File: src/sv/ppc_pkg.sv
// ----------------------------------------------------------------------------
// ppc_pkg: shared types and constants of the polygon plane clipper
// Field widths, derived arithmetic widths, register indexes and the command
// that travels from the classify front end to the clip back end.
// ----------------------------------------------------------------------------
package ppc_pkg;

  localparam int COORD_W    = 16;
  localparam int NORM_W     = 16;
  localparam int IDX_W      = 6;
  localparam int CFG_IDX_W  = 3;
  localparam int CFG_DATA_W = (NORM_W > COORD_W) ? NORM_W : COORD_W;

  // distance arithmetic: normal times (vertex - origin), summed over three axes
  localparam int DIFF_W = COORD_W + 1;
  localparam int PROD_W = NORM_W + DIFF_W;
  localparam int DIST_W = PROD_W + 3;
  localparam int MAG_W  = DIST_W;
  localparam int REM_W  = MAG_W + 2;
  localparam int QUOT_W = DIFF_W;

  localparam int NORM_ONE = 1 << (NORM_W - 2);

  localparam int IN_DATA_W     = ((3 * COORD_W + 7) / 8) * 8;
  localparam int OUT_FIELDS_W  = 3 * COORD_W + IDX_W;
  localparam int OUT_DATA_W    = ((OUT_FIELDS_W + 7) / 8) * 8;

  localparam int MAX_OUT_VERTICES_DEF = 36;
  localparam int QUEUE_DEPTH          = 2;

  localparam logic [CFG_IDX_W-1:0] CFG_NORMAL_X = 3'd0;
  localparam logic [CFG_IDX_W-1:0] CFG_NORMAL_Y = 3'd1;
  localparam logic [CFG_IDX_W-1:0] CFG_NORMAL_Z = 3'd2;
  localparam logic [CFG_IDX_W-1:0] CFG_ORIGIN_X = 3'd3;
  localparam logic [CFG_IDX_W-1:0] CFG_ORIGIN_Y = 3'd4;
  localparam logic [CFG_IDX_W-1:0] CFG_ORIGIN_Z = 3'd5;

  typedef logic signed [COORD_W-1:0] coord_t;
  typedef logic signed [NORM_W-1:0]  norm_t;

  typedef struct packed {
    norm_t  nx;
    norm_t  ny;
    norm_t  nz;
    coord_t ox;
    coord_t oy;
    coord_t oz;
  } plane_t;

  // lane 0 = x, 1 = y, 2 = z
  typedef struct packed {
    logic                    first;
    logic                    cross_edge;
    logic                    emit_cur;
    coord_t [2:0]            cur;
    coord_t [2:0]            prev;
    logic   [2:0]            diff_neg;
    logic   [2:0][DIFF_W-1:0] mdiff;
    logic   [MAG_W-1:0]      mdp;
    logic   [MAG_W-1:0]      mden;
  } cmd_t;

endpackage

File: src/sv/ppc_queue.sv
// ----------------------------------------------------------------------------
// ppc_queue: command queue between front end and back end
// Small register FIFO so that classification and clipping stall apart.
// ----------------------------------------------------------------------------
module ppc_queue (
  input  logic          clk,
  input  logic          rst_n,
  input  logic          push,
  input  ppc_pkg::cmd_t din,
  output logic          full,
  input  logic          pop,
  output ppc_pkg::cmd_t dout,
  output logic          empty
);
  import ppc_pkg::*;

  localparam int PTR_W = (QUEUE_DEPTH > 1) ? $clog2(QUEUE_DEPTH) : 1;
  localparam int CNT_W = $clog2(QUEUE_DEPTH + 1);

  cmd_t             mem_r [QUEUE_DEPTH];
  logic [PTR_W-1:0] wr_ptr_r, rd_ptr_r;
  logic [CNT_W-1:0] count_r;

  assign full  = (count_r == CNT_W'(QUEUE_DEPTH));
  assign empty = (count_r == '0);
  assign dout  = mem_r[rd_ptr_r];

  function automatic logic [PTR_W-1:0] ptr_inc(input logic [PTR_W-1:0] p);
    ptr_inc = (p == PTR_W'(QUEUE_DEPTH - 1)) ? '0 : p + 1'b1;
  endfunction

  always_ff @(posedge clk) begin
    if (!rst_n) begin
      wr_ptr_r <= '0;
      rd_ptr_r <= '0;
      count_r  <= '0;
    end else begin
      if (push) wr_ptr_r <= ptr_inc(wr_ptr_r);
      if (pop)  rd_ptr_r <= ptr_inc(rd_ptr_r);
      if (push && !pop)      count_r <= count_r + 1'b1;
      else if (pop && !push) count_r <= count_r - 1'b1;
    end
  end

  always_ff @(posedge clk) begin
    if (push) mem_r[wr_ptr_r] <= din;
  end

  a_no_overrun: assert property (@(posedge clk) disable iff (!rst_n)
    push |-> (count_r < CNT_W'(QUEUE_DEPTH)))
    else $error("command pushed into a full queue");

  a_no_underrun: assert property (@(posedge clk) disable iff (!rst_n)
    pop |-> (count_r != '0))
    else $error("command popped from an empty queue");

endmodule

File: config.mk
export PLATFORM = sky130hd
export DESIGN_NAME = ppc_queue
export DESIGN_NICKNAME = d
export VERILOG_FILES = /design/src/sv/ppc_pkg.sv /design/src/sv/ppc_queue.sv
export SDC_FILE = /design/constraint.sdc
export NUM_CORES = 1
export LEC_CHECK = 0
export BUFFER_PORTS_ARGS = -buffer_cell sky130_fd_sc_hd__clkbuf_2
export CAP_MARGIN = 25
export CELL_PAD_IN_SITES_DETAIL_PLACEMENT = 0
export CELL_PAD_IN_SITES_GLOBAL_PLACEMENT = 1
export CORE_ASPECT_RATIO = 0.8
export CORE_UTILIZATION = 42
export CTS_BUF_LIST = sky130_fd_sc_hd__clkbuf_4 sky130_fd_sc_hd__clkbuf_8
export DETAILED_ROUTE_END_ITERATION = 16
export PLACE_DENSITY_LB_ADDON = 0.1
export SYNTH_ARGS = -nofsm -noshare
export SYNTH_HDL_FRONTEND = slang
export SYNTH_SLANG_ARGS = --single-unit
File: constraint.sdc
create_clock -name clk -period 15 [get_ports clk]
set_clock_uncertainty 0.15 [all_clocks]
set_input_delay 4.5 -clock clk [delete_from_list [all_inputs] [get_ports clk]]
set_output_delay 4.5 -clock clk [all_outputs]
set_load 0.01 [all_outputs]
Word-level counts from Yosys, hierarchy flattened:

Memories as Yosys holds them, arrays and structs flattened. A register that Yosys moved wholly into a read port is not among the register bits.
Cells that the tools add are included.

* flip-flop bits (word level): 4
* latch bits: 0
* RAM bits: 450
* bits in read-only memories: 0
* logic and storage cells: 23
* memories: 1

* add/sub/neg operators: 4
* multiply operators: 0
* div/mod/pow operators: 0
* $lt $le $gt $ge: 0
* equal/unequal tests: 1
* shift-type cells: 0
* multiplexer cells: 8
* bitwise logic cells: 0
* reductions and logical operators: 6

Memories
* mem_r: depth 2, width 225, read ports 1, clocked after Yosys merged registers in 1, wr ports 1, RTL line ppc_queue.sv:20 `cmd_t mem_r [QUEUE_DEPTH];`

Operators by type and width (count)
* $mux W1: 6
* $mux W2: 2
* $add A1 B1 Y1 const B: 2
* $add A2 B1 Y2 const B: 1
* $eq A2 B2 Y1 const B: 1
* $logic_and A1 B1 Y1: 2
* $logic_not A1 Y1: 2
* $logic_not A2 Y1: 1
* $reduce_bool A2 Y1: 1
* $sub A2 B1 Y2 const B: 1

Depth between registers and ports, before layout:

* word-level depth: 4
* gate-level depth with buffers: 5

Least setup slack after synthesis:

No wires, ideal clock.

* path type: in2reg
* start point: input port push
* end point: register wr_ptr_r
* arrival: 14.988 ns
* data required time: 14.746 ns
* path slack: -0.242 ns
* stages on the path: 2
* path buffers: 0
* path through: nor2b_1 o21a_1

RTL lines
* start, declared: RTL line ppc_queue.sv:8 `input logic push,`
* end signal, assigned: RTL line ppc_queue.sv:38 `if (push) wr_ptr_r <= ptr_inc(wr_ptr_r);`
* end, declared: RTL line ppc_queue.sv:21 `logic [PTR_W-1:0] wr_ptr_r, rd_ptr_r;`

==> impl_metrics.ini <==
[status]
status = finished, final reports clean

[setup_path]
critPathMaxFanout = 119
timing.rr.start = wr_ptr_r
crit_path_end_kind = output pin
crit_type = reg -> out
cp_num_buf_inv = 2
start_kind = register
slowest_stage = dfxtp_4
arrival_ns = 2.86
crit_family = flip-flops
worst_ep_required_time_ns = 10.35
path_cells = buf_12 > mux2_2 > clkbuf_2
max_stage_delay_ns = 0.84

[sta]
finalMaxSlewViolations = 0
tightestPinTransition_ns = 1.04
fmax_mhz = 133
rsz0062_at_grt = false
tns_ns = 0
period_needed_ns = 7.51
slew-limit-headroom_pct = 30.6
hold_violations = 0
setup_violations = 0
finalCritPeriodShare_pct = 50.0

[synth]
syn_area_per_cell_um2 = 23.6
synth_top_area_share_pct = 79.2
synth_seq_cells = 455
synth_common_cells = 450 x edfxtp_1, 150 x mux2_4, 75 x mux2_2, 18 x buf_6, 7 x buf_2
synth_top_cell_by_area = edfxtp_1
synth_area_um2 = 17100
synthTopCellsByArea = edfxtp_1 79%, mux2_4 13%, mux2_2 4.9%
synth.distinct_cells = 17
yosysWarningCount = 0
synth.most_common_cell = edfxtp_1
syn_inst = 722
synthArstFlopShare_pct = 0
syn-num-nets = 952
synth_edf_count = 450
ys_seq_area_share_pct = 79.8
synth_ff_type = edfxtp_1

[hold_path]
hold_path_class = reg -> reg
min_from = count_r[1]

[clock_network]
htree_levels = 3
cts_resized = 0
numCtsBuffers = 75
cts-root-buf = clkbuf_8
ctsHoldBuffers = 0
cts.path.max_buffers = 3
clock_latency_ns = 0.59
cts_tree = yes
clkSlewWorstSetupHoldPaths_ns = 0.06
cts.sinks = 455
post_cts_buffers = 0

[placed_design]
routabilityCongestion = 0.733
dp.cells = 1697
dp_hpwl_um = 23800
port-buffer-count = 455

[power_and_ir_drop]
power.leakage_nw = 8.39
power.total_mw = 2.80
ir_drop_mv = 0.0758
p_per_area_nw_per_um2 = 132

[floorplanning]
ios = 456
coreArea_um2 = 39800
dieHeight_um = 182
fp.dieArea_um2 = 41400
initial_core_util_pct = 42.9
placementRows = 65
die_w_um = 227

[finish]
area_growth_pct = 24.8
layout.cells.non_filler = 1832
final_layout_size_suffix_gt1_share_pct = 62.1
nets = 1469

[grt]
grt_max_degree = 120
antenna_found_initial = 8
grt_usage_pct = 17.1
grt_overflow = 0
grt_pass1_wl_um = 51700
grt_pass1_vias = 8720

[routing]
ant_nets = 0
routed_via_density = 4.63
drc = 0
dr_total_vias = 8473
wl_um = 36400
wl_per_cell_um = 19.9
drt_pass1_iterations = 6
drtIter0Drc = 466

[flow_run]
drv_cap = 0
[routing by layer]
metal,global-route usage [%],routed length [um],up-vias
met5,0,14,-
met4,7.97,996,2
met3,7.18,3280,69
met2,28.1,18200,292
met1,19.2,13900,4173
li1,-,-,3937
[kinds of logic after synthesis]
logic type               after synthesis  share of synthesized area (%)
adder cells (fa/ha/maj)                1                         0.0733
AO/OA/AOI/OAI                          3                          0.117
flip-flops                           455                           79.8
AND/OR/NAND/NOR                        9                          0.315
XOR/XNOR                               3                          0.154
multiplexers                         225                           18.1
buffers and inverters                 26                           1.42
[layout make-up]
class	count	area [um2]
fill	3338	18500
sequential	455	13600
multi-input combinational	241	3220
timing repair buffer	465	2400
clock buffer	98	1220
tap	536	671
clock inverter	29	139
antenna	7	17.5
inverter	1	3.75
[tightest hold or removal path: cells and delay by family, from the launching register on]
| kind | cells | cell delay (ns) |
|---|---|---|
| DFF | 1 | 0.33 |
| AOI/OAI and AO/OA | 2 | 0.14 |
[placed cells by master (no fill, tap or decap), drive strengths merged, types with 2 or more instances in the layout]
| cell type | netlist | final |
|---|---|---|
| clkinvlp | 0 | 4 |
| clkinv | 0 | 23 |
| xor2 | 2 | 2 |
| clkbuf | 0 | 553 |
| buf | 25 | 10 |
| edfxtp | 450 | 450 |
| diode | 0 | 7 |
| dfxtp | 5 | 5 |
| nor2b | 3 | 3 |
| inv | 1 | 3 |
| mux2 | 225 | 225 |
| and2 | 4 | 4 |
[path summary, 6_finish.rpt]
kind,to,slack [ns],depth (start not counted)
worst max-delay path,dout[28],7.49,3
worst min-delay path,count_r[1],0.36,2
worst max register to register,mem_r[1][98],11.94,3
worst min register to register,count_r[1],0.36,2
[state kept, by name (all words and copies together) (netlist names), named ones only]
signal	cells
mem_r	450
wr_ptr_r	1
rd_ptr_r	1
count_r	2
[report_power, final]
group	switching, mW	internal [mW]
Clock	0.468	0.527
Sequential	0.0199	1.47
Combinational	0.160	0.157
[stage by stage]
stage                     hold WS, ns  setup WS, ns  cell area (um2)  utilization [%]
after CTS                       0.372          7.36            21200             53.4
final                           0.365          7.49            21300             53.5
after floorplan                 0.323          4.03            17100                -
after global routing            0.409          7.31            21300             53.5
after global placement          0.336          7.16            19900             49.9
after detailed placement        0.356          7.19            19900             50.0
Note: power is estimated with default switching activity, not from simulation.
