<file path="src/sv/ppc_pkg.sv">
// ----------------------------------------------------------------------------
// ppc_pkg: shared types and constants of the polygon plane clipper
// Field widths, derived arithmetic widths, register indexes and the command
// that travels from the classify front end to the clip back end.
// ----------------------------------------------------------------------------
package ppc_pkg;

  localparam int COORD_W    = 16;
  localparam int NORM_W     = 16;
  localparam int IDX_W      = 6;
  localparam int CFG_IDX_W  = 3;
  localparam int CFG_DATA_W = (NORM_W > COORD_W) ? NORM_W : COORD_W;

  // distance arithmetic: normal times (vertex - origin), summed over three axes
  localparam int DIFF_W = COORD_W + 1;
  localparam int PROD_W = NORM_W + DIFF_W;
  localparam int DIST_W = PROD_W + 3;
  localparam int MAG_W  = DIST_W;
  localparam int REM_W  = MAG_W + 2;
  localparam int QUOT_W = DIFF_W;

  localparam int NORM_ONE = 1 << (NORM_W - 2);

  localparam int IN_DATA_W     = ((3 * COORD_W + 7) / 8) * 8;
  localparam int OUT_FIELDS_W  = 3 * COORD_W + IDX_W;
  localparam int OUT_DATA_W    = ((OUT_FIELDS_W + 7) / 8) * 8;

  localparam int MAX_OUT_VERTICES_DEF = 36;
  localparam int QUEUE_DEPTH          = 2;

  localparam logic [CFG_IDX_W-1:0] CFG_NORMAL_X = 3'd0;
  localparam logic [CFG_IDX_W-1:0] CFG_NORMAL_Y = 3'd1;
  localparam logic [CFG_IDX_W-1:0] CFG_NORMAL_Z = 3'd2;
  localparam logic [CFG_IDX_W-1:0] CFG_ORIGIN_X = 3'd3;
  localparam logic [CFG_IDX_W-1:0] CFG_ORIGIN_Y = 3'd4;
  localparam logic [CFG_IDX_W-1:0] CFG_ORIGIN_Z = 3'd5;

  typedef logic signed [COORD_W-1:0] coord_t;
  typedef logic signed [NORM_W-1:0]  norm_t;

  typedef struct packed {
    norm_t  nx;
    norm_t  ny;
    norm_t  nz;
    coord_t ox;
    coord_t oy;
    coord_t oz;
  } plane_t;

  // lane 0 = x, 1 = y, 2 = z
  typedef struct packed {
    logic                    first;
    logic                    cross_edge;
    logic                    emit_cur;
    coord_t [2:0]            cur;
    coord_t [2:0]            prev;
    logic   [2:0]            diff_neg;
    logic   [2:0][DIFF_W-1:0] mdiff;
    logic   [MAG_W-1:0]      mdp;
    logic   [MAG_W-1:0]      mden;
  } cmd_t;

endpackage

</file>
<file path="src/sv/ppc_front.sv">
// ----------------------------------------------------------------------------
// ppc_front: vertex intake and classification
// Computes the signed plane distance, classifies the edge against the
// previous vertex and builds a clip command for the back end.
// ----------------------------------------------------------------------------
module ppc_front (
  input  logic                  clk,
  input  logic                  rst_n,
  input  ppc_pkg::plane_t       plane,
  input  logic                  in_valid,
  output logic                  in_ready,
  input  logic                  in_action,
  input  ppc_pkg::coord_t [2:0] in_pos,
  input  logic                  q_full,
  output logic                  q_push,
  output ppc_pkg::cmd_t         q_cmd
);
  import ppc_pkg::*;

  localparam logic [2:0] F_IDLE = 3'd0;
  localparam logic [2:0] F_MUL  = 3'd1;
  localparam logic [2:0] F_SUM  = 3'd2;
  localparam logic [2:0] F_PREP = 3'd3;
  localparam logic [2:0] F_PUSH = 3'd4;

  logic [2:0]                state_r, state_nxt;
  logic                      act_r;
  coord_t [2:0]              pos_r;
  coord_t [2:0]              prev_pos_r;
  logic signed [DIST_W-1:0]  prev_dist_r;
  logic signed [PROD_W-1:0]  prod_r [3];
  logic signed [PROD_W-1:0]  prod_nxt [3];
  logic signed [DIST_W-1:0]  dc_r, dc_nxt;
  cmd_t                      cmd_r, cmd_nxt;
  coord_t                    org [3];
  norm_t                     nrm [3];

  assign in_ready = (state_r == F_IDLE);
  assign q_push   = (state_r == F_PUSH) && !q_full;
  assign q_cmd    = cmd_r;

  always_comb begin
    org[0] = plane.ox;
    org[1] = plane.oy;
    org[2] = plane.oz;
    nrm[0] = plane.nx;
    nrm[1] = plane.ny;
    nrm[2] = plane.nz;
  end

  always_comb begin
    logic signed [DIFF_W-1:0] rel;
    for (int i = 0; i < 3; i++) begin
      rel = $signed({pos_r[i][COORD_W-1], pos_r[i]}) - $signed({org[i][COORD_W-1], org[i]});
      prod_nxt[i] = nrm[i] * rel;
    end
    dc_nxt = DIST_W'(prod_r[0]) + DIST_W'(prod_r[1]) + DIST_W'(prod_r[2]);
  end

  always_comb begin
    logic                     cur_back;
    logic                     prev_back;
    logic signed [DIST_W:0]   den;
    logic signed [DIFF_W-1:0] d;
    cur_back  = dc_r[DIST_W-1];
    prev_back = prev_dist_r[DIST_W-1];
    den = $signed({prev_dist_r[DIST_W-1], prev_dist_r}) - $signed({dc_r[DIST_W-1], dc_r});
    cmd_nxt.first      = !act_r;
    cmd_nxt.cross_edge = act_r && (cur_back != prev_back);
    cmd_nxt.emit_cur   = !cur_back;
    cmd_nxt.cur        = pos_r;
    cmd_nxt.prev       = prev_pos_r;
    cmd_nxt.mdp        = prev_back ? MAG_W'(-prev_dist_r) : MAG_W'(prev_dist_r);
    cmd_nxt.mden       = den[DIST_W] ? MAG_W'(-den) : MAG_W'(den);
    for (int i = 0; i < 3; i++) begin
      d = $signed({pos_r[i][COORD_W-1], pos_r[i]})
        - $signed({prev_pos_r[i][COORD_W-1], prev_pos_r[i]});
      cmd_nxt.diff_neg[i] = d[DIFF_W-1];
      cmd_nxt.mdiff[i]    = d[DIFF_W-1] ? DIFF_W'(-d) : DIFF_W'(d);
    end
  end

  always_comb begin
    state_nxt = state_r;
    case (state_r)
      F_IDLE:  if (in_valid) state_nxt = F_MUL;
      F_MUL:   state_nxt = F_SUM;
      F_SUM:   state_nxt = F_PREP;
      F_PREP:  state_nxt = F_PUSH;
      F_PUSH:  if (!q_full) state_nxt = F_IDLE;
      default: state_nxt = F_IDLE;
    endcase
  end

  always_ff @(posedge clk) begin
    if (!rst_n) begin
      state_r     <= F_IDLE;
      prev_pos_r  <= '0;
      prev_dist_r <= '0;
    end else begin
      state_r <= state_nxt;
      if (state_r == F_PREP) begin
        prev_pos_r  <= pos_r;
        prev_dist_r <= dc_r;
      end
    end
  end

  always_ff @(posedge clk) begin
    if (in_valid && in_ready) begin
      act_r <= in_action;
      pos_r <= in_pos;
    end
    if (state_r == F_MUL) begin
      for (int i = 0; i < 3; i++) prod_r[i] <= prod_nxt[i];
    end
    if (state_r == F_SUM) dc_r <= dc_nxt;
    if (state_r == F_PREP) cmd_r <= cmd_nxt;
  end

endmodule

</file>
<file path="config.mk">
export PLATFORM = sky130hd
export DESIGN_NAME = ppc_front
export DESIGN_NICKNAME = d
export VERILOG_FILES = /design/src/sv/ppc_pkg.sv /design/src/sv/ppc_front.sv
export SDC_FILE = /design/constraint.sdc
export NUM_CORES = 2
export LEC_CHECK = 0
export ABC_AREA = 0
export BUFFER_PORTS_ARGS = -buffer_cell sky130_fd_sc_hd__buf_2
export CORE_UTILIZATION = 35
export DETAILED_ROUTE_END_ITERATION = 6
export PLACE_DENSITY = 0.62
export SLEW_MARGIN = 0
export SYNTH_ARGS = -nofsm -noshare
export SYNTH_HDL_FRONTEND = slang
export SYNTH_SLANG_ARGS = --single-unit
</file>
<file path="constraint.sdc">
create_clock -name clk -period 8.8 [get_ports clk]
set_input_delay 1.32 -clock clk [delete_from_list [all_inputs] [get_ports clk]]
set_output_delay 1.32 -clock clk [all_outputs]
set_load 0.01 [all_outputs]
</file>
# Word-level counts from Yosys, hierarchy flattened
# Memories as Yosys holds them, arrays and structs flattened.
# Cells that the tools add are included.
# word_totals
ff_bits	395
mem_bits_rw	99
in_bits	149
out_inout_bits	227
wordCells	72
memories	1
# classes
addsub	14
multipliers	3
eq_ne	7
mux	10
n_reduce_logical	8
# memory_table
memory	depth	width	rd	rd_clocked_by_memory_dff	write_ports	line	text
prod_r	3	33	3	0	3	ppc_front.sv:31	logic signed [PROD_W-1:0] prod_r [3];
# ops
cell	n
16-bit by 16-bit subtractor with 17-bit output	6
16-bit by 17-bit multiplier with 33-bit output	3
17-bit negation	3
16-bit 2-to-1 mux	3
36-bit 2-to-1 mux	1
35-bit negation with 36-bit output	1
36-bit negation	1
35-bit by 35-bit subtractor with 36-bit output	1
34-bit by 33-bit adder with 35-bit output	1
35-bit 2-to-1 mux	1
33-bit by 33-bit adder with 34-bit output	1
3-bit case mux with 5 select lines	1
3-bit by 2-bit == test with 1-bit output, second input constant	2
3-bit 2-to-1 mux	2
2-bit inequality test, second input constant	2
3-bit by 1-bit == test with 1-bit output, second input constant	1
3-bit == test, second input constant	1
1-bit logical AND	3
1-bit logical NOT	3
3-bit logical NOT	1
1-bit 2-to-1 mux	2
2-bit AND reduction	1
1-bit inequality test	1

# Logic depth before layout (Yosys ltp)
# depth
word_depth	3
ltp_mapped	37

# Worst setup path before layout
# OpenSTA, ideal clock, no wires.
# synth_path
path_type	input port to flip-flop
from	in plane[32] (netlist bit)
to	mem prod_r[0][31] (netlist bit), data pin
setup_time_ps	258
arrival_time_ps	8986
required_time_ps	8542
setup_slack_ps	-443
path_stages	33
path_cell_list	ha_1 fa_1 nor2b_1 o21ai_0 a21boi_0 o21ai_0 a21boi_0 o2111ai_1 nand3b_1 xor2_1 clkbuf_1 nand2_1 fa_1 fa_1 inv_1 fa_1 inv_1 fa_1 fa_1 inv_1 fa_1 ha_1 a21o_1 a21oi_1 nor2b_1 o31ai_1 nor2b_1 o41ai_1 nor4_1 o41ai_1 a21o_1 a21oi_1 xnor2_1
# synth_rtl
element	line	text
start, declared	ppc_front.sv:9	input ppc_pkg::plane_t plane,
end, declared	ppc_front.sv:31	

==> results.sh <==
export IMPL_ys_seq_elements=494
export IMPL_final_cell_mix="inv_1, fa_1, nand2_1"
export IMPL_period_needed_ns=8.584
export IMPL_rsz0062_at_grt="yes"
export IMPL_tightest_slew_ns=1.182
export IMPL_required_ns=9.21
export IMPL_whs_ns=0.4312
export IMPL_postPlaceCellArea_um2=64440
export IMPL_gp_congestion=0.9376
export IMPL_dp_hpwl_mm=124.5
export IMPL_cts_hold_buf=0
export IMPL_path_clk_slew_ns=0.06
export IMPL_yosysTopAreaCellShare_pct=30.39
export IMPL_first_pass_iters=7
export IMPL_min_to="q_cmd[146]"
export IMPL_maxCapViolCount=0
export IMPL_port_buffers=375
export IMPL_max_clock_path_buffers=3
export IMPL_clock_root_buffer="clkbuf_16"
export IMPL_crit_path_end_kind="register"
export IMPL_critPathTopFamily="adder cells"
export IMPL_async_flop_share_pct=0
export IMPL_r2r_setup_slack_ns=0.36
export IMPL_synth_edf_count=408
export IMPL_drt_iter0_drc=2461
export IMPL_grt_antenna_before_repair=16
export IMPL_initial_core_util_pct=35.21
export IMPL_fin_nets=7896
export IMPL_hold_viol=0
export IMPL_min_path_type="reg -> reg"
export IMPL_reg2regPathDepth=36
export IMPL_synth_warnings=0
export IMPL_area_growth_pct=16.86
export IMPL_yosysTopAreaCell="fa_1"
export IMPL_clock_fmax_mhz=116.5
export IMPL_worst_r2r_endpoint="prod_r[0][98]"
export IMPL_die_w_um=406.4
export IMPL_numCtsBuffers=56
export IMPL_grt_max_degree=144
export IMPL_critPathKind="in -> reg"
export IMPL_path_max_fanout=13
export IMPL_synth_area_leaders="fa_1, edfxtp_1, ha_1"
export IMPL_drv_slew=0
export IMPL_numPlacedInstances=8569
export IMPL_drcViolationCount=0
export IMPL_grt_pass1_vias=43120
export IMPL_critPathLaunchType="input pin"
export IMPL_slew_headroom_pct=20.80
export IMPL_synth_ff_type="edfxtp_1"
export IMPL_drt_total_wl_mm=148.6
export IMPL_status="finished, final reports clean"
export IMPL_design_area_um2=66900
export IMPL_clock_latency_ns=0.66
export IMPL_core_area_um2=162600
export IMPL_grt_total_usage_pct=18.23
export IMPL_crit_buf_inv=7
export IMPL_seq_area_frac_synth_pct=24.41
export IMPL_num_io_pins=376
export IMPL_htree_levels=2
export IMPL_final_cells=8684
export IMPL_dieHeight_um=406.4
export IMPL_synth_area_um2=57250
export IMPL_finalCritPeriodShare_pct=97.54
export IMPL_min_from="cmd_nxt[146]"
export IMPL_fill_cells=15980
export IMPL_syn_avg_cell_area_um2=9.903
export IMPL_drive_gt1_share_pct=15.58
export IMPL_hold_depth=0
export IMPL_overflow=0
export IMPL_tritoncts="yes"
export IMPL_setup_viol=0
export IMPL_rows=148
export IMPL_cpMaxStageDelayCell="fa_1"
export IMPL_cts_sinks=494
export IMPL_wl_per_cell_um=17.11
export IMPL_clock_skew_ns=0.04105
export IMPL_mostFrequentLayoutCell="inv_1"
export IMPL_syn_nets=7220
export IMPL_syn_inst=5781
export IMPL_crit_top_cell="fa_1"
export IMPL_die_area_um2=165200
export IMPL_arrival_ns=8.99
export IMPL_worst_path_largest_cell_delay_ns=0.56
export IMPL_dr_total_vias=41660
export IMPL_r2r_start="cmd_nxt[206]"
export IMPL_via_per_inst=4.797
export IMPL_fin_setup_tns_ns=0
export IMPL_synthDistinctLibCells=86
export IMPL_antenna_left=0
export IMPL_grt_pass1_wl_mm=236.8
==> worst max path at each step <==
stage	endpoint	slack [ns]	cells after the start	from
after floorplan	prod_r[0][31]	-0.03	35	plane[33]
after global placement	prod_r[0][98]	-0.71	36	plane[0]
after detailed placement	prod_r[0][31]	-0.79	35	plane[32]
after CTS	prod_r[0][31]	0.01	35	plane[32]
after global routing	prod_r[0][32]	-0.08	36	plane[32]
final	prod_r[0][98]	0.22	36	plane[1]
==> layer usage <==
layer  track usage, %  share of wire, %  vias up
met4            6.219               3.6        8
met2            30.93                49      874
met5                0             0.032        -
met1            24.28                43    20940
li1                 -                 -    19610
met3            1.709               4.2      218
==> state kept, by name (all words and copies together) (netlist names) <==
signal and count:
prod_r 99, prev_dist_r 35, dc_r 35, act_r 1
cmd_nxt 96, state_r 3, q_cmd 225
==> worst register-to-register path: cells and delay by family (launching register included) <==
kind / cells / cell delay [ns]
adder cells (fa/ha/maj): 8 / 3.54
AO/OA/AOI/OAI: 15 / 2.42
buffers and inverters: 7 / 0.95
AND/OR/NAND/NOR: 4 / 0.65
flip-flops: 1 / 0.39
XOR/XNOR: 2 / 0.24
==> area by class of cell <==
cell class | instances | area (um^2) | share of cell area, %
multi-input cells | 3977 | 38920 | 58.17
flip-flops and latches | 494 | 13970 | 20.89
repair buffers | 782 | 5047 | 7.544
inverters | 1146 | 4309 | 6.441
well taps | 2175 | 2721 | 4.068
clock buffers | 68 | 1476 | 2.207
clock inverters | 37 | 442.9 | 0.6621
diodes | 5 | 12.51 | 0.01870
==> kinds of logic (layout without fill, tap and decap cells) <==
group / count (synthesis) / after routing / share of synthesized area (%)
buf+inv: 1310 / 2033 / 8.600
compound gates: 706 / 706 / 8.150
simple gates: 1633 / 1633 / 13.92
fa+ha+maj: 1290 / 1290 / 39.59
mux: 5 / 5 / 0.09616
other cells: 1 / 6 / 0.006550
flops: 494 / 494 / 24.41
xor+xnor: 342 / 342 / 5.232
==> synthesized netlist by cell type, types with 6 or more instances <==
master / n
xnor2_1: 259
o31ai_1: 21
a21boi_0: 99
xor2_1: 83
a31oi_1: 32
o41ai_1: 13
o21ai_1: 11
o21ai_0: 133
o2111ai_1: 8
o21bai_1: 26
a2111oi_0: 6
a211oi_1: 10
and2_1: 332
buf_1: 10
nand2_1: 689
nand3b_1: 6
or4_1: 14
or3_1: 25
a21oi_1: 171
nand4_1: 8
nor4_1: 10
nand2b_1: 59
o21a_1: 36
clkbuf_1: 151
nor3_1: 53
nor2b_1: 104
edfxtp_1: 408
nor3b_1: 7
a21o_1: 71
dfxtp_1: 86
nand3_1: 51
or2_2: 17
fa_1: 869
nor2_1: 204
ha_1: 421
inv_1: 1144
and3_1: 32
==> stage by stage <==
| stage | util (%) | setup slack (ns) |
|---|---|---|
| 2_1_floorplan | - | -0.03374 |
| 3_3_place_gp | 39.63 | -0.7052 |
| 3_5_place_dp | 39.63 | -0.7919 |
| 4_1_cts | 40.82 | 0.01135 |
| 5_1_grt | 41.14 | -0.07898 |
| 6_report | 41.15 | 0.2165 |
==> what timing repair did <==
item	CTS	global route
gates cloned	0	0
buffers inserted	0	6
resized for setup	4	110
setup endpoints to repair	5	35
pin swaps	1	71
Power is not shown: default switching activity piles up to over one toggle a cycle in this logic, so the estimate is an artifact.
