## config.mk

```make
export PLATFORM = sky130hd
export DESIGN_NAME = ppc_back
export DESIGN_NICKNAME = d
export VERILOG_FILES = /design/src/sv/ppc_pkg.sv /design/src/sv/ppc_back.sv
export SDC_FILE = /design/constraint.sdc
export NUM_CORES = 2
export LEC_CHECK = 0
export BUFFER_PORTS_ARGS = -buffer_cell sky130_fd_sc_hd__buf_2
export CORE_ASPECT_RATIO = 0.8
export CORE_MARGIN = 4
export CORE_UTILIZATION = 25
export CTS_BUF_LIST = sky130_fd_sc_hd__clkbuf_8
export CTS_CLUSTER_DIAMETER = 50
export DETAILED_ROUTE_END_ITERATION = 16
export GPL_ROUTABILITY_DRIVEN = 0
export GPL_TIMING_DRIVEN = 0
export SYNTH_ARGS = -nofsm -noshare
export SYNTH_HDL_FRONTEND = slang
export SYNTH_SLANG_ARGS = --single-unit
```

## constraint.sdc

```tcl
create_clock -name clk -period 10 [get_ports clk]
set_input_delay 1 -clock clk [delete_from_list [all_inputs] [get_ports clk]]
set_output_delay 1 -clock clk [all_outputs]
set_load 0.02 [all_outputs]
```

## src/sv/ppc_pkg.sv

```systemverilog
// ----------------------------------------------------------------------------
// ppc_pkg: shared types and constants of the polygon plane clipper
// Field widths, derived arithmetic widths, register indexes and the command
// that travels from the classify front end to the clip back end.
// ----------------------------------------------------------------------------
package ppc_pkg;

  localparam int COORD_W    = 16;
  localparam int NORM_W     = 16;
  localparam int IDX_W      = 6;
  localparam int CFG_IDX_W  = 3;
  localparam int CFG_DATA_W = (NORM_W > COORD_W) ? NORM_W : COORD_W;

  // distance arithmetic: normal times (vertex - origin), summed over three axes
  localparam int DIFF_W = COORD_W + 1;
  localparam int PROD_W = NORM_W + DIFF_W;
  localparam int DIST_W = PROD_W + 3;
  localparam int MAG_W  = DIST_W;
  localparam int REM_W  = MAG_W + 2;
  localparam int QUOT_W = DIFF_W;

  localparam int NORM_ONE = 1 << (NORM_W - 2);

  localparam int IN_DATA_W     = ((3 * COORD_W + 7) / 8) * 8;
  localparam int OUT_FIELDS_W  = 3 * COORD_W + IDX_W;
  localparam int OUT_DATA_W    = ((OUT_FIELDS_W + 7) / 8) * 8;

  localparam int MAX_OUT_VERTICES_DEF = 36;
  localparam int QUEUE_DEPTH          = 2;

  localparam logic [CFG_IDX_W-1:0] CFG_NORMAL_X = 3'd0;
  localparam logic [CFG_IDX_W-1:0] CFG_NORMAL_Y = 3'd1;
  localparam logic [CFG_IDX_W-1:0] CFG_NORMAL_Z = 3'd2;
  localparam logic [CFG_IDX_W-1:0] CFG_ORIGIN_X = 3'd3;
  localparam logic [CFG_IDX_W-1:0] CFG_ORIGIN_Y = 3'd4;
  localparam logic [CFG_IDX_W-1:0] CFG_ORIGIN_Z = 3'd5;

  typedef logic signed [COORD_W-1:0] coord_t;
  typedef logic signed [NORM_W-1:0]  norm_t;

  typedef struct packed {
    norm_t  nx;
    norm_t  ny;
    norm_t  nz;
    coord_t ox;
    coord_t oy;
    coord_t oz;
  } plane_t;

  // lane 0 = x, 1 = y, 2 = z
  typedef struct packed {
    logic                    first;
    logic                    cross_edge;
    logic                    emit_cur;
    coord_t [2:0]            cur;
    coord_t [2:0]            prev;
    logic   [2:0]            diff_neg;
    logic   [2:0][DIFF_W-1:0] mdiff;
    logic   [MAG_W-1:0]      mdp;
    logic   [MAG_W-1:0]      mden;
  } cmd_t;

endpackage

```

## src/sv/ppc_back.sv

```systemverilog
// ----------------------------------------------------------------------------
// ppc_back: clip execution and vertex output
// Runs the bit-serial intersection divider on crossing edges, numbers the
// emitted vertices and drives the output register.
// ----------------------------------------------------------------------------
module ppc_back #(
  parameter int MAX_OUT_VERTICES = ppc_pkg::MAX_OUT_VERTICES_DEF
) (
  input  logic                             clk,
  input  logic                             rst_n,
  input  logic                             q_empty,
  input  ppc_pkg::cmd_t                    q_cmd,
  output logic                             q_pop,
  output logic                             out_valid,
  input  logic                             out_ready,
  output ppc_pkg::coord_t [2:0]            out_pos,
  output logic [ppc_pkg::IDX_W-1:0]        out_idx,
  output logic                             out_last,
  output logic                             out_over
);
  import ppc_pkg::*;

  localparam int CNT_W = $clog2(MAX_OUT_VERTICES + 1);
  localparam int BIT_W = $clog2(DIFF_W);

  localparam logic [1:0] B_IDLE   = 2'd0;
  localparam logic [1:0] B_DIV    = 2'd1;
  localparam logic [1:0] B_EMIT_X = 2'd2;
  localparam logic [1:0] B_EMIT_C = 2'd3;

  logic [1:0]        state_r, state_nxt;
  cmd_t              cmd_r;
  logic [BIT_W-1:0]  bit_r;
  logic [MAG_W-1:0]  rem_r [3];
  logic [MAG_W-1:0]  rem_nxt [3];
  logic [QUOT_W-1:0] quot_r [3];
  logic [QUOT_W-1:0] quot_nxt [3];
  logic [CNT_W-1:0]  count_r;

  logic              out_valid_r;
  coord_t [2:0]      out_pos_r, xpos;
  logic [IDX_W-1:0]  out_idx_r, idx;
  logic              out_last_r, out_over_r;

  logic              out_free, load, over;

  assign out_free = !out_valid_r || out_ready;
  assign load     = out_free && (state_r == B_EMIT_X || state_r == B_EMIT_C);
  assign q_pop    = (state_r == B_IDLE) && !q_empty;

  assign over = (count_r >= CNT_W'(MAX_OUT_VERTICES));
  assign idx  = over ? IDX_W'(MAX_OUT_VERTICES - 1) : IDX_W'(count_r);

  // one quotient bit per lane per cycle; running remainder may need up to
  // two subtractions of the divisor since the added multiple does not exceed it
  always_comb begin
    logic [REM_W-1:0] r2;
    logic [REM_W-1:0] dd1, dd2;
    dd1 = REM_W'(cmd_r.mden);
    dd2 = REM_W'({cmd_r.mden, 1'b0});
    for (int i = 0; i < 3; i++) begin
      r2 = REM_W'({rem_r[i], 1'b0}) + (cmd_r.mdiff[i][bit_r] ? REM_W'(cmd_r.mdp) : '0);
      if (r2 >= dd2) begin
        rem_nxt[i]  = MAG_W'(r2 - dd2);
        quot_nxt[i] = QUOT_W'({quot_r[i], 1'b0}) + QUOT_W'(2);
      end else if (r2 >= dd1) begin
        rem_nxt[i]  = MAG_W'(r2 - dd1);
        quot_nxt[i] = QUOT_W'({quot_r[i], 1'b0}) + QUOT_W'(1);
      end else begin
        rem_nxt[i]  = MAG_W'(r2);
        quot_nxt[i] = QUOT_W'({quot_r[i], 1'b0});
      end
    end
  end

  // step from the previous vertex toward the current one
  always_comb begin
    coord_t qq;
    for (int i = 0; i < 3; i++) begin
      qq = (cmd_r.mden == '0) ? '0 : coord_t'(quot_r[i][COORD_W-1:0]);
      xpos[i] = cmd_r.diff_neg[i] ? coord_t'(cmd_r.prev[i] - qq)
                                  : coord_t'(cmd_r.prev[i] + qq);
    end
  end

  always_comb begin
    state_nxt = state_r;
    case (state_r)
      B_IDLE: begin
        if (!q_empty) begin
          if (q_cmd.cross_edge)    state_nxt = B_DIV;
          else if (q_cmd.emit_cur) state_nxt = B_EMIT_C;
        end
      end
      B_DIV:    if (bit_r == '0) state_nxt = B_EMIT_X;
      B_EMIT_X: if (out_free) state_nxt = cmd_r.emit_cur ? B_EMIT_C : B_IDLE;
      B_EMIT_C: if (out_free) state_nxt = B_IDLE;
      default:  state_nxt = B_IDLE;
    endcase
  end

  always_ff @(posedge clk) begin
    if (!rst_n) begin
      state_r     <= B_IDLE;
      count_r     <= '0;
      out_valid_r <= 1'b0;
    end else begin
      state_r <= state_nxt;
      if (q_pop && q_cmd.first) count_r <= '0;
      else if (load && !over)   count_r <= count_r + 1'b1;
      if (load)           out_valid_r <= 1'b1;
      else if (out_ready) out_valid_r <= 1'b0;
    end
  end

  always_ff @(posedge clk) begin
    if (q_pop) begin
      cmd_r <= q_cmd;
      bit_r <= BIT_W'(DIFF_W - 1);
      for (int i = 0; i < 3; i++) begin
        rem_r[i]  <= '0;
        quot_r[i] <= '0;
      end
    end else if (state_r == B_DIV) begin
      bit_r <= bit_r - 1'b1;
      for (int i = 0; i < 3; i++) begin
        rem_r[i]  <= rem_nxt[i];
        quot_r[i] <= quot_nxt[i];
      end
    end
    if (load) begin
      out_pos_r  <= (state_r == B_EMIT_X) ? xpos : cmd_r.cur;
      out_idx_r  <= idx;
      out_over_r <= over;
      out_last_r <= (state_r == B_EMIT_C) || !cmd_r.emit_cur;
    end
  end

  assign out_valid = out_valid_r;
  assign out_pos   = out_pos_r;
  assign out_idx   = out_idx_r;
  assign out_last  = out_last_r;
  assign out_over  = out_over_r;

  a_over_idx: assert property (@(posedge clk) disable iff (!rst_n)
    (out_valid_r && out_over_r) |-> (out_idx_r == IDX_W'(MAX_OUT_VERTICES - 1)))
    else $error("overflow vertex carries a wrong index");

  a_count_sat: assert property (@(posedge clk) disable iff (!rst_n)
    count_r <= CNT_W'(MAX_OUT_VERTICES))
    else $error("vertex count ran past the limit");

  a_quot_bound: assert property (@(posedge clk) disable iff (!rst_n)
    (state_r == B_DIV && bit_r == '0 && cmd_r.mden != '0)
      |=> (quot_r[0] <= cmd_r.mdiff[0]))
    else $error("intersection step exceeds the edge length");

endmodule
```

**Word-level counts from Yosys, hierarchy flattened**

Memories as Yosys holds them, arrays and structs flattened.
Cells that the tools add are included.

- Logic and storage cells: 137
- Output and inout port bits: 58
- RAM bits: 159
- Flip-flop bits (word level): 293
- ROM bits: 0
- Latch bits: 0
- Memories: 2
- Input port bits: 229

- Shift-type cells: 0
- Order comparisons: 8
- Equal/unequal tests: 8
- Mux-type cells: 49
- Multiply operators: 0
- Add/subtract/negate cells: 23
- Bitwise logic cells: 7
- Divide/modulo/power cells: 0
- Reduce and logical (&&, ||, !) cells: 17

Memories:

| memory | words | width | read ports | clocked after memory_dff | write ports | RTL line | text |
|---|---|---|---|---|---|---|---|
| rem_r | 3 | 36 | 3 | 0 | 3 | ppc_back.sv:34 | `logic [MAG_W-1:0] rem_r [3];` |
| quot_r | 3 | 17 | 3 | 0 | 3 | ppc_back.sv:36 | `logic [QUOT_W-1:0] quot_r [3];` |

Operators by type and width:

| operator | number |
|---|---|
| 2-to-1 mux 36 bit | 12 |
| subtractor 36 bit | 6 |
| 2-to-1 mux 17 bit | 9 |
| adder 37 x 36 -> 38 bit | 3 |
| >= comparator 38 x 36 -> 1 bit | 3 |
| >= comparator 38 x 37 -> 1 bit | 3 |
| 2-to-1 mux 16 bit | 6 |
| adder 17 x 1 -> 17 bit (second input constant) | 3 |
| adder 17 x 2 -> 17 bit (second input constant) | 3 |
| adder 16 bit | 3 |
| 2-to-1 mux 48 bit | 1 |
| subtractor 16 bit | 3 |
| zero test 36 bit | 1 |
| binary-select mux 1 bit (select 5 bit) | 3 |
| 2-to-1 mux 2 bit | 7 |
| 2-to-1 mux 1 bit | 10 |
| inequality test 2 bit (second input constant) | 4 |
| one-hot mux 2 bit (4 select lines) | 1 |
| adder 6 x 1 -> 6 bit (second input constant) | 1 |
| >= comparator 6 bit (second input constant) | 1 |
| < comparator 5 x 6 -> 1 bit (second input constant) | 1 |
| OR 1 bit | 6 |
| zero test 5 bit | 1 |
| AND reduction 5 bit | 1 |
| other kinds (11) | 20 |

**Depth between registers and ports, before layout**

- Depth after elaboration: 8
- Depth in mapped cells: 35
- Depth with buffers taken out: 29

**Worst setup path after synthesis**

OpenSTA, ideal clock, no wires.

- Kind: input to register
- Start: in q_empty
- End: reg state_r[0]
- Stages: 6
- Path buffers: 0
- Data required time: 9.924 ns
- Setup slack: 2.849 ns
- Arrival: 7.076 ns
- Library setup time: 0.076 ns
- Cell sequence: or3_1 inv_1 o21ai_0 o211a_1 a211o_1 a21boi_0

- Longest elaborated chain between the ends: 2

Ends and longest elaborated chain:

| element | RTL line | text |
|---|---|---|
| start, declared | ppc_back.sv:11 | `input logic q_empty,` |
| inequality test 2 bit (no line) | -- |  |
| AND reduction 5 bit (no line) | -- |  |
| end signal, assigned | ppc_back.sv:108 | `state_r <= state_nxt;` |
| end, declared | ppc_back.sv:31 | `logic [1:0] state_r, state_nxt;` |

Every way passes these cells.
A chain may end at the register's enable or synchronous reset.

==> metrics.md <==
| Metric | Value |
|---|---|
| Type of the tightest min-delay check | in -> reg |
| Post-synth EDFFs | 435 |
| CTS Root Cell | clkbuf_8 |
| Via/cell ratio | 5.13 |
| Final Setup Violations | 0 |
| Wire per inst | 19.6 microns |
| FFs w/ async S/R, synth | 0 |
| Tcrit/Tclk final | 0.962 |
| WP data required | 10.45 ns |
| Area share of the largest cell type after synthesis | 0.340 |
| Commonest cells in the netlist | 435 x edfxtp_1, 409 x a21oi_1, 375 x ha_1 |
| Synthesized cell area | 38400 sq um |
| Max-slew violations | 0 |
| CP Class | reg -> reg |
| Die width | 446 microns |
| Layout cells sized above 1 | 0.122 |
| Vert. Die Dim | 359 microns |
| Grt total ovfl | 0 |
| Hold-fix buffers at CTS | 0 |
| Max incr delay on CP | 0.55 ns |
| Number of synthesized register bits | 449 |
| Reg2Reg Setup Slack | 0.38 ns |
| Critical path fanouts, max | 10 |
| Net count after synthesis | 4797 |
| Crit start category | flop |
| I/O pin count | 287 |
| Number of routed nets with antenna violations | 0 |
| # port buffers | 286 |
| GRT Total Usage | 0.157 |
| Nets@finish | 5189 |
| Tmin final | 9.62 ns |
| Crit. End Element | flop |
| Initial drt markers | 3583 |
| Sink Count | 449 |
| Max-Slew Margin vs Limit | 0.110 |
| Mapped Avg Cell Area | 9.19 sq um |
| CTS Buffer Depth | 3 |
| H-tree levels | 3 |
| Status | finished, final reports clean |
| Most numerous cell in the Yosys netlist | edfxtp_1 |
| Initial Util | 0.252 |
| Sequential-to-total area share from yosys stat | 0.347 |
| Post-synth top area cell | edfxtp_1 |
| Number of remaining DRC errors | 0 |
| Yosys warnings | 0 |
| CP max stage cell | a221oi_2 |
| Largest net degree at the start of global routing | 88 |
| Core box area | 152000 sq um |
| Vias in the first global route | 31800 |
| Primary FF master, synth | edfxtp_1 |
| Data arrival time of the worst path | 10.07 ns |
| Hpwl dp | 103000 microns |
| Post-Route WL | 131000 microns |
| Initial antenna violation count | 20 |
| Die area | 160000 sq um |
| Worst slew pin tran | 1.33 ns |
| Post-synth cell types | 91 |
| RSZ-0062 raised after global routing | false |
| Row cnt | 128 |
| Clock Latency Late Sink | 0.83 ns |
| Synth-to-Final Area Change | 16.5% |
| F_max | 104 MHz |
| CTS Buf Count | 96 |
| Clock skew | 0.0825 ns |
| Area contributors post-synth | edfxtp_1 34%, ha_1 12%, xnor2_1 5.9% |
| TritonCTS clock tree | built |
| Final hold vios | 0 |
| First-pass GRT wire length | 195000 microns |
| Clk slew on worst S/H paths | 0.06 ns |
| Final core occ | 0.294 |
| Via Count | 34200 |
| TritonRoute pass-1 iters | 6 |
| Max Cap Viol | 0 |
| Gate Count Post-Synth | 4181 |
## final timing paths
kind / from / end / depth (start not counted)
worst min register to register: cmd_r[176]$_DFFE_PP_ / out_pos[2]$_DFFE_PP_ / 2
worst max-delay path: bit_r[1]$_SDFFE_PP0P_ / rem_r[0][25]$_SDFFCE_PN0P_ / 32
worst min-delay path: q_cmd[42] / cmd_r[42]$_DFFE_PP_ / 1
worst max register to register: bit_r[1]$_SDFFE_PP0P_ / rem_r[0][25]$_SDFFCE_PN0P_ / 32
## through the flow
step | TNS [ns] | hold slack (ns) | worst slack [ns] | area [sq um] | cells
finish | 0 | 0.346 | 0.385 | 44800 | 6678
global placement | -12.14 | 0.505 | -0.554 | 42400 | 6482
floorplan | 0 | 0.487 | 2.85 | 38400 | 4181
global route | 0 | 0.288 | 0.0414 | 44700 | 6672
CTS | 0 | 0.253 | 0.106 | 44700 | 6667
detailed placement | 0 | 0.509 | 0.208 | 42600 | 6490
## what timing repair did
item	CTS	global route
resized for setup	0	7
setup buffers	0	0
setup endpoints to repair	0	49
hold endpoints to repair	0	0
## state kept, by name, indices dropped and copies added (netlist names)
signal and count:
bit_r 5, cmd_r 223, count_r 6, out_idx 6
out_last 1, out_over 1, out_pos 48, out_valid 1
quot_r 48, rem_r 108, state_r 2
## final cells by class
| cell class | instances | area (sq um) |
|---|---|---|
| clock buffers | 100 | 1380 |
| diodes | 11 | 27.5 |
| well taps | 2015 | 2520 |
| multi-input cells | 3422 | 23800 |
| plain buffers | 149 | 682 |
| clock inverters | 77 | 752 |
| fillers | 16100 | 108000 |
| flip-flops and latches | 449 | 13300 |
| repair buffers | 294 | 1620 |
| inverters | 161 | 612 |
## logic make-up (layout without fill, tap and decap cells)
kind of cell / Yosys count / after routing / synth area share
AOI/OAI and AO/OA: 1338 / 1338 / 0.220
xor gates and xnor gates: 387 / 387 / 0.0882
adders and majority gates: 387 / 387 / 0.128
buffers and inverters: 310 / 781 / 0.0335
DFF: 449 / 449 / 0.347
muxes: 93 / 93 / 0.0277
other: 0 / 11 / 0
and+or+nand+nor: 1217 / 1217 / 0.155
## worst max-delay path: cells and delay by family, from the launching register on
| family | cells | cell delay [ns] |
|---|---|---|
| AOI/OAI and AO/OA | 15 | 4.22 |
| buffers and inverters | 8 | 2.19 |
| and+or+nand+nor | 5 | 1.03 |
| adders and majority gates | 2 | 0.69 |
| DFF | 1 | 0.46 |
| muxes | 1 | 0.32 |
| xor gates and xnor gates | 1 | 0.30 |
## layer usage
| layer | up-vias | GRT usage | wire, microns |
|---|---|---|---|
| li1 | 16400 | - | - |
| met1 | 16300 | 0.216 | 59100 |
| met4 | 8 | 0.0644 | 5410 |
| met5 | - | 0 | 55 |
| met3 | 236 | 0.0292 | 9520 |
| met2 | 1268 | 0.243 | 57100 |
## cell usage in the layout, fill, tap and decap left out, types with 14 or more instances in the layout
master | synthesis | final
inv_1 | 161 | 173
ha_1 | 375 | 375
or3_1 | 18 | 18
nand2_1 | 348 | 346
nand2b_1 | 41 | 41
o21a_1 | 45 | 45
xor2_1 | 129 | 129
o21ai_1 | 18 | 17
xnor2_1 | 258 | 258
mux2_2 | 15 | 15
a31oi_1 | 38 | 38
or2_2 | 15 | 15
a21oi_1 | 409 | 409
nor2_1 | 287 | 286
dfxtp_1 | 14 | 14
nand4_1 | 50 | 50
o21ai_0 | 314 | 314
clkbuf_1 | 107 | 106
mux2i_1 | 69 | 69
clkbuf_8 | 0 | 100
and3_1 | 45 | 45
buf_2 | 19 | 305
o211ai_1 | 19 | 19
nor4_1 | 28 | 28
clkinv_2 | 0 | 14
nor3_1 | 91 | 91
o21bai_1 | 54 | 54
o31ai_1 | 31 | 31
nand3_1 | 80 | 80
nor2b_1 | 76 | 76
a21o_1 | 171 | 171
edfxtp_1 | 435 | 435
o22ai_1 | 32 | 32
and2_1 | 82 | 82
a21boi_0 | 18 | 18
a211oi_1 | 34 | 33
Power is left out: the tool's default activity adds up to more than one toggle a clock period on the data nets, which glitch-free logic cannot reach.
